File: src/rtl/ilir_pkg.sv
// ----------------------------------------------------------------------------
// ilir_pkg
// shared types and codes for the indexed list insert/remove block
// ----------------------------------------------------------------------------
package ilir_pkg;

  // command kinds (in_tuser)
  localparam logic [2:0] KIND_INSERT = 3'd0;
  localparam logic [2:0] KIND_REMOVE = 3'd1;
  localparam logic [2:0] KIND_RANGE  = 3'd2;
  localparam logic [2:0] KIND_GET    = 3'd3;
  localparam logic [2:0] KIND_CLEAR  = 3'd4;

  // result status codes
  localparam logic [2:0] ST_OK      = 3'd0;
  localparam logic [2:0] ST_CLAMPED = 3'd1;
  localparam logic [2:0] ST_EMPTY   = 3'd2;
  localparam logic [2:0] ST_RANGE   = 3'd3;
  localparam logic [2:0] ST_FULL    = 3'd4;

  // what a decoded command needs from the datapath
  typedef enum logic [1:0] {
    PLAN_NONE,
    PLAN_GET,
    PLAN_MOVE,
    PLAN_INSERT
  } plan_t;

  typedef enum logic [2:0] {
    S_IDLE,
    S_DECODE,
    S_GET_RD,
    S_GET_CAP,
    S_MOVE_RD,
    S_MOVE_WR,
    S_INS_WR,
    S_DONE
  } state_t;

  // controller -> datapath
  typedef struct packed {
    logic latch;      // capture the input word
    logic plan_load;  // register the decoded plan
    logic rd_src;     // read the move source entry
    logic rd_pos;     // read the get position
    logic mv_write;   // write the moved entry, step pointers
    logic ins_write;  // write the inserted value
    logic get_cap;    // capture the read data
    logic finish;     // load the result register and commit the count
  } ilir_cmd_t;

  // datapath -> controller
  typedef struct packed {
    plan_t plan_dec;
    logic  moves_zero_dec;
    logic  last_move;
    logic  is_insert;
    logic  out_free;
  } ilir_stat_t;

endpackage

File: src/rtl/indexed_list_insert_remove.sv
// ----------------------------------------------------------------------------
// indexed_list_insert_remove
// fixed-capacity ordered list with insert, remove, range remove, get, clear
// ----------------------------------------------------------------------------
// sequence: each accepted word is decoded; remove, range and insert move up
//   to DEPTH-1 entries one at a time, insert writes the value, get reads and
//   captures an entry, clear and rejected commands go straight to hand-off;
//   a new word is accepted only once its result is loaded; each moved entry
//   costs a read and a write on the single-port-pair entry ram
// reset: synchronous active-low rst_n empties the list and drops out_tvalid;
//   the entry ram is not cleared (entries past the count are never read)
// ----------------------------------------------------------------------------
module indexed_list_insert_remove #(
  parameter int DEPTH  = 64,  // list capacity, 2 to 127
  parameter int DATA_W = 32   // stored entry width, 1 to 32
) (
  input  logic        clk,
  input  logic        rst_n,

  // command words
  input  logic        in_tvalid,
  output logic        in_tready,
  input  logic [2:0]  in_tuser,   // [2:0] kind
  input  logic [47:0] in_tdata,   // [6:0] index, [12:7] end_index, [44:13] value

  // result words
  output logic        out_tvalid,
  input  logic        out_tready,
  output logic [47:0] out_tdata   // [2:0] status, [34:3] read_value,
                                  // [41:35] count_after, [42] is_empty
);
  import ilir_pkg::*;

  ilir_cmd_t   cmd;
  ilir_stat_t  stat;

  logic [2:0]  res_status;
  logic [31:0] res_read_value;
  logic [6:0]  res_count_after;
  logic        res_is_empty;

  // sequencer: owns the input handshake and steps through entry moves
  ilir_ctrl u_ctrl (
    .clk       (clk),
    .rst_n     (rst_n),
    .in_tvalid (in_tvalid),
    .in_tready (in_tready),
    .stat      (stat),
    .cmd       (cmd)
  );

  // datapath: decode, pointers, entry ram and the result register
  ilir_dp #(
    .DEPTH  (DEPTH),
    .DATA_W (DATA_W)
  ) u_dp (
    .clk             (clk),
    .rst_n           (rst_n),
    .in_kind         (in_tuser),
    .in_index        (in_tdata[6:0]),
    .in_end_index    (in_tdata[12:7]),
    .in_value        (in_tdata[44:13]),
    .cmd             (cmd),
    .stat            (stat),
    .out_tready      (out_tready),
    .out_tvalid      (out_tvalid),
    .out_status      (res_status),
    .out_read_value  (res_read_value),
    .out_count_after (res_count_after),
    .out_is_empty    (res_is_empty)
  );

  // pack the result fields, lowest field first, padded to whole bytes
  assign out_tdata = {5'd0, res_is_empty, res_count_after, res_read_value, res_status};

endmodule

File: src/rtl/ilir_ram.sv
// ----------------------------------------------------------------------------
// ilir_ram
// generic single write port, single read port ram with registered read
// ----------------------------------------------------------------------------
module ilir_ram #(
  parameter int WIDTH = 32,
  parameter int DEPTH = 64
) (
  input  logic                     clk,
  input  logic                     we,
  input  logic [$clog2(DEPTH)-1:0] wr_addr,
  input  logic [WIDTH-1:0]         wr_data,
  input  logic                     rd_en,
  input  logic [$clog2(DEPTH)-1:0] rd_addr,
  output logic [WIDTH-1:0]         rd_data
);

  logic [WIDTH-1:0] mem [DEPTH];
  logic [WIDTH-1:0] rd_data_r;

  always_ff @(posedge clk) begin
    if (we) begin
      mem[wr_addr] <= wr_data;
    end
    if (rd_en) begin
      rd_data_r <= mem[rd_addr];
    end
  end

  assign rd_data = rd_data_r;

endmodule

File: src/rtl/ilir_ctrl.sv
// ----------------------------------------------------------------------------
// ilir_ctrl
// command sequencer: decode, entry moves one at a time, result hand-off
// ----------------------------------------------------------------------------
module ilir_ctrl (
  input  logic                clk,
  input  logic                rst_n,
  input  logic                in_tvalid,
  output logic                in_tready,
  input  ilir_pkg::ilir_stat_t stat,
  output ilir_pkg::ilir_cmd_t  cmd
);
  import ilir_pkg::*;

  state_t state_r, state_nxt;

  always_ff @(posedge clk) begin
    if (!rst_n) begin
      state_r <= S_IDLE;
    end else begin
      state_r <= state_nxt;
    end
  end

  always_comb begin
    state_nxt = state_r;
    cmd       = '0;
    in_tready = 1'b0;
    unique case (state_r)
      S_IDLE: begin
        in_tready = 1'b1;
        if (in_tvalid) begin
          cmd.latch = 1'b1;
          state_nxt = S_DECODE;
        end
      end
      S_DECODE: begin
        cmd.plan_load = 1'b1;
        unique case (stat.plan_dec)
          PLAN_NONE:   state_nxt = S_DONE;
          PLAN_GET:    state_nxt = S_GET_RD;
          PLAN_MOVE:   state_nxt = stat.moves_zero_dec ? S_DONE : S_MOVE_RD;
          PLAN_INSERT: state_nxt = stat.moves_zero_dec ? S_INS_WR : S_MOVE_RD;
          default:     state_nxt = S_DONE;
        endcase
      end
      S_GET_RD: begin
        cmd.rd_pos = 1'b1;
        state_nxt  = S_GET_CAP;
      end
      S_GET_CAP: begin
        cmd.get_cap = 1'b1;
        state_nxt   = S_DONE;
      end
      S_MOVE_RD: begin
        cmd.rd_src = 1'b1;
        state_nxt  = S_MOVE_WR;
      end
      S_MOVE_WR: begin
        cmd.mv_write = 1'b1;
        if (stat.last_move) begin
          state_nxt = stat.is_insert ? S_INS_WR : S_DONE;
        end else begin
          state_nxt = S_MOVE_RD;
        end
      end
      S_INS_WR: begin
        cmd.ins_write = 1'b1;
        state_nxt     = S_DONE;
      end
      S_DONE: begin
        if (stat.out_free) begin
          cmd.finish = 1'b1;
          state_nxt  = S_IDLE;
        end
      end
      default: state_nxt = S_IDLE;
    endcase
  end

endmodule

File: src/rtl/ilir_dp.sv
// ----------------------------------------------------------------------------
// ilir_dp
// datapath: command decode, count, move pointers, entry ram, result register
// ----------------------------------------------------------------------------
module ilir_dp #(
  parameter int DEPTH  = 64,
  parameter int DATA_W = 32
) (
  input  logic                 clk,
  input  logic                 rst_n,
  input  logic [2:0]           in_kind,
  input  logic [6:0]           in_index,
  input  logic [5:0]           in_end_index,
  input  logic [31:0]          in_value,
  input  ilir_pkg::ilir_cmd_t  cmd,
  output ilir_pkg::ilir_stat_t stat,
  input  logic                 out_tready,
  output logic                 out_tvalid,
  output logic [2:0]           out_status,
  output logic [31:0]          out_read_value,
  output logic [6:0]           out_count_after,
  output logic                 out_is_empty
);
  import ilir_pkg::*;

  localparam int CW = $clog2(DEPTH + 1);
  localparam int AW = $clog2(DEPTH);
  localparam int XW = ((CW > 7) ? CW : 7) + 1;

  // latched command
  logic [2:0]        kind_r;
  logic [6:0]        idx_r;
  logic [5:0]        last_r;
  logic [DATA_W-1:0] val_r;

  // list state and plan
  logic [CW-1:0] cnt_r, new_cnt_r, moves_r;
  logic [AW-1:0] src_r, dst_r, pos_r;
  logic          up_r;
  plan_t         plan_r;
  logic [2:0]    status_r;
  logic [31:0]   rd_value_r;

  // result register
  logic          out_valid_r;
  logic [2:0]    out_status_r;
  logic [31:0]   out_rd_r;
  logic [CW-1:0] out_cnt_r;

  // decode
  logic [XW-1:0] idx_x, last_x, cnt_x, pos_x;
  plan_t         dec_plan;
  logic [2:0]    dec_status;
  logic [CW-1:0] dec_cnt, dec_moves;
  logic [AW-1:0] dec_src, dec_dst, dec_pos;
  logic          dec_up;

  logic [DATA_W-1:0] ram_rdata, ram_wdata;
  logic [AW-1:0]     ram_raddr, ram_waddr;
  logic              ram_re, ram_we;

  always_comb begin
    idx_x  = XW'(idx_r);
    last_x = XW'(last_r);
    cnt_x  = XW'(cnt_r);
    pos_x  = (idx_x > cnt_x) ? cnt_x : idx_x;

    dec_plan   = PLAN_NONE;
    dec_status = ST_RANGE;
    dec_cnt    = cnt_r;
    dec_moves  = '0;
    dec_src    = '0;
    dec_dst    = '0;
    dec_pos    = '0;
    dec_up     = 1'b1;
    unique case (kind_r)
      KIND_INSERT: begin
        if (cnt_x == XW'(DEPTH)) begin
          dec_status = ST_FULL;
        end else begin
          dec_status = (idx_x > cnt_x) ? ST_CLAMPED : ST_OK;
          dec_plan   = PLAN_INSERT;
          dec_moves  = CW'(cnt_x - pos_x);
          dec_src    = AW'(cnt_x - XW'(1));
          dec_dst    = AW'(cnt_x);
          dec_pos    = AW'(pos_x);
          dec_up     = 1'b0;
          dec_cnt    = CW'(cnt_x + XW'(1));
        end
      end
      KIND_REMOVE: begin
        if (cnt_x == '0) begin
          dec_status = ST_EMPTY;
        end else if (idx_x >= cnt_x) begin
          dec_status = ST_RANGE;
        end else begin
          dec_status = ST_OK;
          dec_plan   = PLAN_MOVE;
          dec_moves  = CW'(cnt_x - idx_x - XW'(1));
          dec_src    = AW'(idx_x + XW'(1));
          dec_dst    = AW'(idx_x);
          dec_cnt    = CW'(cnt_x - XW'(1));
        end
      end
      KIND_RANGE: begin
        if (cnt_x == '0) begin
          dec_status = ST_EMPTY;
        end else if (last_x >= cnt_x || idx_x > last_x) begin
          dec_status = ST_RANGE;
        end else begin
          dec_status = ST_OK;
          dec_plan   = PLAN_MOVE;
          dec_moves  = CW'(cnt_x - last_x - XW'(1));
          dec_src    = AW'(last_x + XW'(1));
          dec_dst    = AW'(idx_x);
          dec_cnt    = CW'(cnt_x - (last_x - idx_x + XW'(1)));
        end
      end
      KIND_GET: begin
        if (cnt_x == '0) begin
          dec_status = ST_EMPTY;
        end else if (idx_x >= cnt_x) begin
          dec_status = ST_RANGE;
        end else begin
          dec_status = ST_OK;
          dec_plan   = PLAN_GET;
          dec_pos    = AW'(idx_x);
        end
      end
      KIND_CLEAR: begin
        dec_status = ST_OK;
        dec_cnt    = '0;
      end
      default: dec_status = ST_RANGE;
    endcase
  end

  // command capture, plan, move pointer and result data registers
  always_ff @(posedge clk) begin
    if (cmd.latch) begin
      kind_r <= in_kind;
      idx_r  <= in_index;
      last_r <= in_end_index;
      val_r  <= DATA_W'(in_value);
    end
    if (cmd.plan_load) begin
      plan_r     <= dec_plan;
      status_r   <= dec_status;
      new_cnt_r  <= dec_cnt;
      moves_r    <= dec_moves;
      src_r      <= dec_src;
      dst_r      <= dec_dst;
      pos_r      <= dec_pos;
      up_r       <= dec_up;
      rd_value_r <= '0;
    end
    if (cmd.mv_write) begin
      moves_r <= moves_r - CW'(1);
      src_r   <= up_r ? src_r + AW'(1) : src_r - AW'(1);
      dst_r   <= up_r ? dst_r + AW'(1) : dst_r - AW'(1);
    end
    if (cmd.get_cap) begin
      rd_value_r <= 32'(ram_rdata);
    end
    if (cmd.finish) begin
      out_status_r <= status_r;
      out_rd_r     <= rd_value_r;
      out_cnt_r    <= new_cnt_r;
    end
  end

  // control state: count and result valid
  always_ff @(posedge clk) begin
    if (!rst_n) begin
      cnt_r       <= '0;
      out_valid_r <= 1'b0;
    end else begin
      if (cmd.finish) begin
        cnt_r <= new_cnt_r;
      end
      if (cmd.finish) begin
        out_valid_r <= 1'b1;
      end else if (out_tready) begin
        out_valid_r <= 1'b0;
      end
    end
  end

  // entry store
  assign ram_re    = cmd.rd_src | cmd.rd_pos;
  assign ram_raddr = cmd.rd_src ? src_r : pos_r;
  assign ram_we    = cmd.mv_write | cmd.ins_write;
  assign ram_waddr = cmd.mv_write ? dst_r : pos_r;
  assign ram_wdata = cmd.mv_write ? ram_rdata : val_r;

  ilir_ram #(
    .WIDTH (DATA_W),
    .DEPTH (DEPTH)
  ) u_ram (
    .clk     (clk),
    .we      (ram_we),
    .wr_addr (ram_waddr),
    .wr_data (ram_wdata),
    .rd_en   (ram_re),
    .rd_addr (ram_raddr),
    .rd_data (ram_rdata)
  );

  assign stat.plan_dec       = dec_plan;
  assign stat.moves_zero_dec = (dec_moves == '0);
  assign stat.last_move      = (moves_r == CW'(1));
  assign stat.is_insert      = (plan_r == PLAN_INSERT);
  assign stat.out_free       = !out_valid_r || out_tready;

  assign out_tvalid      = out_valid_r;
  assign out_status      = out_status_r;
  assign out_read_value  = out_rd_r;
  assign out_count_after = 7'(out_cnt_r);
  assign out_is_empty    = (out_cnt_r == '0);

endmodule
File: config.mk
export PLATFORM = sky130hd
export DESIGN_NAME = indexed_list_insert_remove
export DESIGN_NICKNAME = d
export VERILOG_FILES = /design/src/rtl/ilir_pkg.sv /design/src/rtl/indexed_list_insert_remove.sv /design/src/rtl/ilir_ram.sv /design/src/rtl/ilir_ctrl.sv /design/src/rtl/ilir_dp.sv
export SDC_FILE = /design/constraint.sdc
export NUM_CORES = 2
export LEC_CHECK = 0
export BUFFER_PORTS_ARGS = -buffer_cell sky130_fd_sc_hd__buf_2
export CAP_MARGIN = 20
export CORE_ASPECT_RATIO = 1.25
export CORE_MARGIN = 2
export CORE_UTILIZATION = 50
export DETAILED_ROUTE_END_ITERATION = 7
export PLACE_DENSITY_LB_ADDON = 0.3
export SYNTH_ARGS = -nofsm -noshare
export SYNTH_HDL_FRONTEND = slang
export SYNTH_SLANG_ARGS = --single-unit
export TNS_END_PERCENT = 5
File: constraint.sdc
create_clock -name clk -period 5.4 [get_ports clk]
set_clock_uncertainty 0.15 [all_clocks]
set_input_delay 0.54 -clock clk [delete_from_list [all_inputs] [get_ports clk]]
set_output_delay 0.54 -clock clk [all_outputs]
set_load 0.05 [all_outputs]
== Word level (Yosys, flattened, before mapping) ==
Memories as Yosys holds them, arrays and structs flattened. A register that Yosys moved wholly into a read port is not among the register bits.
Cells that the tools add are included.

* Flip-flop bits (word level): 171
* Latch bits: 0
* Bits in writable memories: 2048
* Memory bits (read-only): 0
* Bits of input ports: 55
* Output and inout port bits: 50
* Word-level logic and storage cells: 156
* Memories kept: 1

* Add/sub/neg operators: 17
* Multiply operators: 0
* Divide/modulo/power cells: 0
* Order comparisons: 4
* Equal/unequal tests: 19
* Shift operators: 0
* Muxes and demuxes: 79
* Bitwise gates (word level): 2
* Reductions and logical operators: 15

{| class="wikitable"
|+ Memories
! name !! depth !! width !! rd ports !! clocked after memory_dff !! write ports !! RTL line !! text
|-
| u_dp.u_ram.mem || 64 || 32 || 1 || 1 || 1 || ilir_ram.sv:18 || <nowiki>logic [WIDTH-1:0] mem [DEPTH];</nowiki>
|}

{| class="wikitable"
|+ Operators by type and width
! operator !! number
|-
| $mux 6 || 19
|-
| $mux 32 || 3
|-
| $mux 7 || 13
|-
| $pmux 6 s3 || 2
|-
| $pmux 7 s4 || 1
|-
| $sub 7x1->7 const B || 4
|-
| $add 6x1->6 const B || 4
|-
| $pmux 3 s4 || 2
|-
| $mux 2 || 11
|-
| $logic_not 7->1 || 3
|-
| $pmux 3 s7 || 1
|-
| $pmux 7 s3 || 1
|-
| $sub 7x7->7 || 3
|-
| $mux 1 || 19
|-
| $eq 3x3->1 const B || 5
|-
| $mux 3 || 5
|-
| $add 7x1->7 const B || 2
|-
| $eq 3x2->1 const B || 4
|-
| $pmux 6 s2 || 1
|-
| $sub 6x1->6 const B || 2
|-
| $pmux 2 s4 || 1
|-
| $eq 7x1->1 const B || 1
|-
| $eq 7x7->1 const B || 1
|-
| $ge 6x7->1 || 1
|-
| 17 further kinds || 27
|}

== Logic depth before layout (Yosys ltp) ==
* Depth in word-level cells: 9
* Gate-level depth with buffers: 19
* Mapped depth without buffers: 17

== Hierarchy ==
From an unflattened synthesis, not the netlist that was laid out.

* Cells, all modules: 4096
* Area total of the unflattened synthesis: 88290.9 um^2

{| class="wikitable"
|+ By module, submodules not included
! module !! instances !! cells an instance !! area an instance (um^2) !! sequential area each (um^2)
|-
| ilir_ram || 1 || 3324 || 78833.1 || 62459.9
|-
| ilir_dp || 1 || 731 || 9146.3 || 4964.8
|-
| ilir_ctrl || 1 || 34 || 262.8 || 60.1
|-
| indexed_list_insert_remove || 1 || 7 || 48.8 || 0.0
|}

== Worst setup path before layout ==
No wires, ideal clock.

* Path type: register to register
* Start: register u_ctrl.state_r[1]
* End: memory u_dp.u_ram.mem[30][0], enable pin
* Setup time: 0.468 ns
* Arrival time: 4.708 ns
* Required time: 4.782 ns
* Setup slack: 0.074 ns
* Stages on the path, launching flop included: 8
* Buffers on the path: 2
* Period minus slack after synthesis: 5.326 ns
* Cell sequence: dfxtp_1 buf_2 nor2b_1 nand2_1 clkbuf_1 mux2_2 nand3_1 nor3b_1

* Longest elaborated chain between the ends: 5
* Elaborated cells between the ends (all ways): 8
* Classes of those cells: eq/ne (2); mux (5); bitwise (1)

{| class="wikitable"
|+ RTL lines
! what !! RTL line !! text
|-
| from (decl) || ilir_ctrl.sv:15 || <nowiki>state_t state_r, state_nxt;</nowiki>
|-
| from (signal assigned) || ilir_ctrl.sv:21 || <nowiki>state_r <= state_nxt;</nowiki>
|-
| $eq 3x3->1 || ilir_ctrl.sv:29 || <nowiki>unique case (state_r)</nowiki>
|-
| $mux 1 || ilir_ctrl.sv:29 ||
|-
| $or 1x1->1 || ilir_dp.sv:192 || <nowiki>assign ram_we = cmd.mv_write | cmd.ins_write;</nowiki>
|-
| $mux 1 || ilir_ram.sv:22 || <nowiki>if (we) begin</nowiki>
|-
| $mux 1 (implied by the code) || ilir_ram.sv:23 || <nowiki>mem[wr_addr] <= wr_data;</nowiki>
|-
| to (decl) || ilir_ram.sv:18 ||
|}

Several ways; a longest one is shown, not always the timed one.

== Final worst setup path ==
* Start: register u_dp.idx_r[4]
* End: register u_dp.moves_r[6], data pin

* Longest elaborated chain between the ends: 7
* Elaborated cells between the ends (all ways): 16
* Classes of those cells: add/sub (3); order compare (3); mux (9); reduce/logical (1)

{| class="wikitable"
|+ RTL lines
! what !! RTL line !! text
|-
| from (decl) || ilir_dp.sv:32 || <nowiki>logic [6:0] idx_r;</nowiki>
|-
| from (signal assigned) || ilir_dp.sv:142 || <nowiki>idx_r <= in_index;</nowiki>
|-
| $sub 7x7->7 (tied with other cells) || ilir_dp.sv:99 || <nowiki>dec_moves = CW'(cnt_x - idx_x - XW'(1));</nowiki>
|-
| $sub 7x1->7 (tied with other cells) || ilir_dp.sv:99 ||
|-
| $mux 7 (tied with other cells) || ilir_dp.sv:94 || <nowiki>end else if (idx_x >= cnt_x) begin</nowiki>
|-
| $mux 7, on equally long branches || ilir_dp.sv:92, ilir_dp.sv:78, ilir_dp.sv:106 ||
|-
| $pmux 7 s3 (*) || ilir_dp.sv:76 || <nowiki>unique case (kind_r)</nowiki>
|-
| $mux 7 (*) || ilir_dp.sv:146 || <nowiki>if (cmd.plan_load) begin</nowiki>
|-
| $mux 7 (*) || ilir_dp.sv:157 || <nowiki>if (cmd.mv_write) begin</nowiki>
|-
| to (signal assigned) || ilir_dp.sv:150 || <nowiki>moves_r <= dec_moves;</nowiki>
|-
| to (signal assigned) || ilir_dp.sv:158 || <nowiki>moves_r <= moves_r - CW'(1);</nowiki>
|-
| to (decl) || ilir_dp.sv:37 || <nowiki>logic [CW-1:0] cnt_r, new_cnt_r, moves_r;</nowiki>
|}

Mark *: on every way between the ends. The rest lies on a longest branch, timed or not. The select of a mux whose other input is x is not followed.
A chain may end at the register's enable or synchronous reset.

==> flow_summary.ini <==
[run_status]
outcome = finished clean

[place]
place_ws_ns = 0.765
port_buffers = 96
hpwl_mm = 127
dp.cells = 6453
gp_congestion = 0.892

[worst_setup_path]
r2r-end = u_dp.moves_r[6]
cp.arrival_ns = 5.12
endpoint_kind = flop
crit_top_cell = a21oi_1
r2r_slack_ns = 0.69
cp.required_ns = 5.81
critPathMaxFanout = 9
cp_slowest_stage_delay_ns = 0.56
crit_path_start_kind = flop
cpMaxStageDelayCell = o22ai_1
r2r-start = u_dp.idx_r[4]
reg2reg_depth = 16
crit_chain = ha_1 > a21oi_1 > o21ai_0 > o22ai_1 > nand2_1 > o21ai_0 > ha_1 > inv_1 > fa_1 > a21o_1 > a21oi_1 > o21bai_1 > a21oi_1 > xnor2_1 > a221oi_1 > o22ai_1
worstSetupPathType = flop to flop

[sta]
worst_pin_slew_ns = 1.09
fin_tns_setup_ns = 0
finalCritPeriodShare = 0.871
rsz0062_at_grt = no
maxSlewViolCount = 0
fin_crit_ns = 4.71
setup_viol = 0
relSlewSlack = 0.268
hold_viol_final = 0
fmax_mhz = 213
fin_ws_ns = 0.695
whs_ns = 0.103

[grt]
grt_max_degree = 68
globalRouteTotalUtil = 0.244
grt_antenna_before_repair = 9
grt_pass1_vias = 43700
grt_overflow_total = 0
grt_pass1_wl_mm = 310

[cells_and_area]
syn2layout_area_growth_pct = 13.8
final_cell_mix = edfxtp_1 (2240), mux4_2 (512), a22oi_1 (266)
fin_nets = 4517
final_common_cell = edfxtp_1
instances_no_fill = 6884
drive_gt1_frac = 0.267

[detailed_routing]
wl_mm = 218
wire_per_inst_um = 31.7
drc = 0
vias_per_cell = 6.30
drtIter0Drc = 5176
vias = 43400
drt_first_pass_iters = 6
drtAntennaViolNets = 0

[clock_network]
postCtsSetupBuffers = 0
cts_sinks = 2251
clockBufferDepth = 3
cts_tree = yes
insertion_delay_ns = 0.83
cts-resized-gates = 0
h-tree-depth = 4
cts_root_buf = clkbuf_16
numCtsBuffers = 196
clk_pin_slew_ns = 0.07

[floorplan]
die_x_um = 378
die_y_um = 472
fp.dieArea_sq_mm = 0.178
ios = 105
fp-row-count = 171
initial_utilization = 0.503
core_sq_mm = 0.174

[synthesis]
yosysTopAreaCellShare = 0.769
synthArstFlopShare = 0
ys_types = 69
yosys_warnings = 0
syn_area_per_cell_sq_um = 21.6
syn_inst = 4039
synthAdderAreaFrac = 0.0109
yosys-top-cells-area = edfxtp_1 (77%), mux4_2 (13%), a22oi_1 (2.3%)
synth-xor-area-share = 0.00411
synth.area.mux_share = 0.138
syn-cell-area_sq_mm = 0.0874
synth_seq_cells = 2251
synth_top_family_by_area = multiplexers
synth_compound_area_frac = 0.0365
seq_area_frac_synth = 0.772
synth_edf_count = 2240
synth-simple-area-share = 0.0252
synth_flop_cell = edfxtp_1
synth_top_cell_by_area = edfxtp_1

[worst_hold_path]
hold_class = input port to flop
min_from = in_tvalid
worstHoldPathCells = 4
holdPathEnd = u_ctrl.state_r[0]

[power]
peakVddDrop_v = 0.000356
p_leak_nw = 31.2
finalPower_w = 0.0490
cellPowerDensity_mw_per_mm2 = 493

[run]
drv_cap = 0
flip-flops by register name, indices dropped and copies added, names as in the netlist:
name,count
u_dp.val_r,32
u_dp.idx_r,7
u_dp.cnt_r,7
u_dp.up_r,1
u_dp.out_status,3
u_dp.kind_r,3
u_dp.u_ram.rd_data,32
u_dp.plan_r,2
u_dp.out_read_value,32
u_dp.src_r,6
u_dp.last_r,6
u_ctrl.state_r,3
u_dp.new_cnt_r,7
u_dp.status_r,3
u_dp.out_count_after,7
u_dp.pos_r,6
u_dp.u_ram.mem,2048
u_dp.moves_r,7
u_dp.rd_value_r,32
u_dp.out_tvalid,1
u_dp.dst_r,6
where the power goes:
group | switching, W | internal (W)
registers | 0.000499 | 0.0216
logic | 0.00786 | 0.00531
clock network | 0.00618 | 0.00756
total | 0.0145 | 0.0345
cells in the mapped netlist, types with 11 or more instances:
| cell type | instances |
|---|---|
| a22oi_1 | 266 |
| buf_2 | 67 |
| edfxtp_1 | 2240 |
| nand2_1 | 59 |
| ha_1 | 57 |
| fa_1 | 12 |
| clkbuf_1 | 90 |
| mux4_2 | 512 |
| xor2_1 | 13 |
| inv_1 | 47 |
| nand2b_1 | 13 |
| mux2_2 | 37 |
| buf_1 | 15 |
| nor2b_1 | 13 |
| o21ai_0 | 29 |
| o22ai_1 | 23 |
| nand3_1 | 23 |
| nor2_1 | 111 |
| a21oi_1 | 34 |
| nand4_1 | 66 |
| or2_1 | 32 |
| nor3_1 | 36 |
| xnor2_1 | 28 |
| buf_4 | 23 |
| and3_1 | 35 |
| dfxtp_1 | 11 |
final cells by class:
type / instances / area (sq um)
repair buffers: 356 / 3270
fillers: 12600 / 74300
clock buffers: 243 / 5120
well taps: 2335 / 2920
diodes: 3 / 7.51
multi-input cells: 1540 / 19400
flip-flops and latches: 2251 / 67500
inverters: 48 / 180
clock inverters: 108 / 1080
worst max-delay path, delay by kind of cell (launching register included):
kind / cells / cell delay [ns]
AO/OA/AOI/OAI: 10 / 2.41
AND/OR/NAND/NOR: 1 / 0.10
adder cells (fa/ha/maj): 3 / 1.10
flip-flops: 1 / 0.55
buffers and inverters: 1 / 0.06
XOR/XNOR: 1 / 0.09
per-layer routing:
layer  vias to the layer above  wire length, um  track usage
li1                      17800                -            -
met4                         2             6820       0.0809
met1                     23200            83200        0.322
met2                      1954           113000        0.421
met5                         -               13            0
met3                       371            15500       0.0328
cells by family (layout without fill, tap and decap cells):
logic type	count (synthesis)	in the layout
other	1	8
DFF	2251	2251
adders and majority gates	69	69
and+or+nand+nor	423	423
xor gates and xnor gates	41	41
muxes	559	559
buffers and inverters	252	755
AOI/OAI and AO/OA	443	443
worst max-delay path by stage:
stage                                 start                    end  cells after the start
after detailed placement      u_dp.idx_r[4]      u_ctrl.state_r[1]                     17
after CTS                     u_dp.idx_r[4]      u_ctrl.state_r[1]                     17
after global placement        u_dp.idx_r[4]      u_ctrl.state_r[1]                     17
final                         u_dp.idx_r[4]        u_dp.moves_r[6]                     16
after floorplan           u_ctrl.state_r[1]  u_dp.u_ram.mem[30][0]                      7
after global routing          u_dp.idx_r[4]      u_ctrl.state_r[1]                     17
per-stage QoR:
| step | cell area (sq um) | utilization |
|---|---|---|
| floorplan | 87400 | - |
| global placement | 92200 | 0.531 |
| detailed placement | 92200 | 0.531 |
| CTS | 98900 | 0.569 |
| global route | 99500 | 0.572 |
| finish | 99500 | 0.572 |
timing repair:
item / 4_1_cts / 5_1_grt
endpoints found under the setup margin: 0 / 0
endpoints found under the hold margin: 57 / 0
hold buffers: 49 / 0
Power figures use the tool's default switching activity.
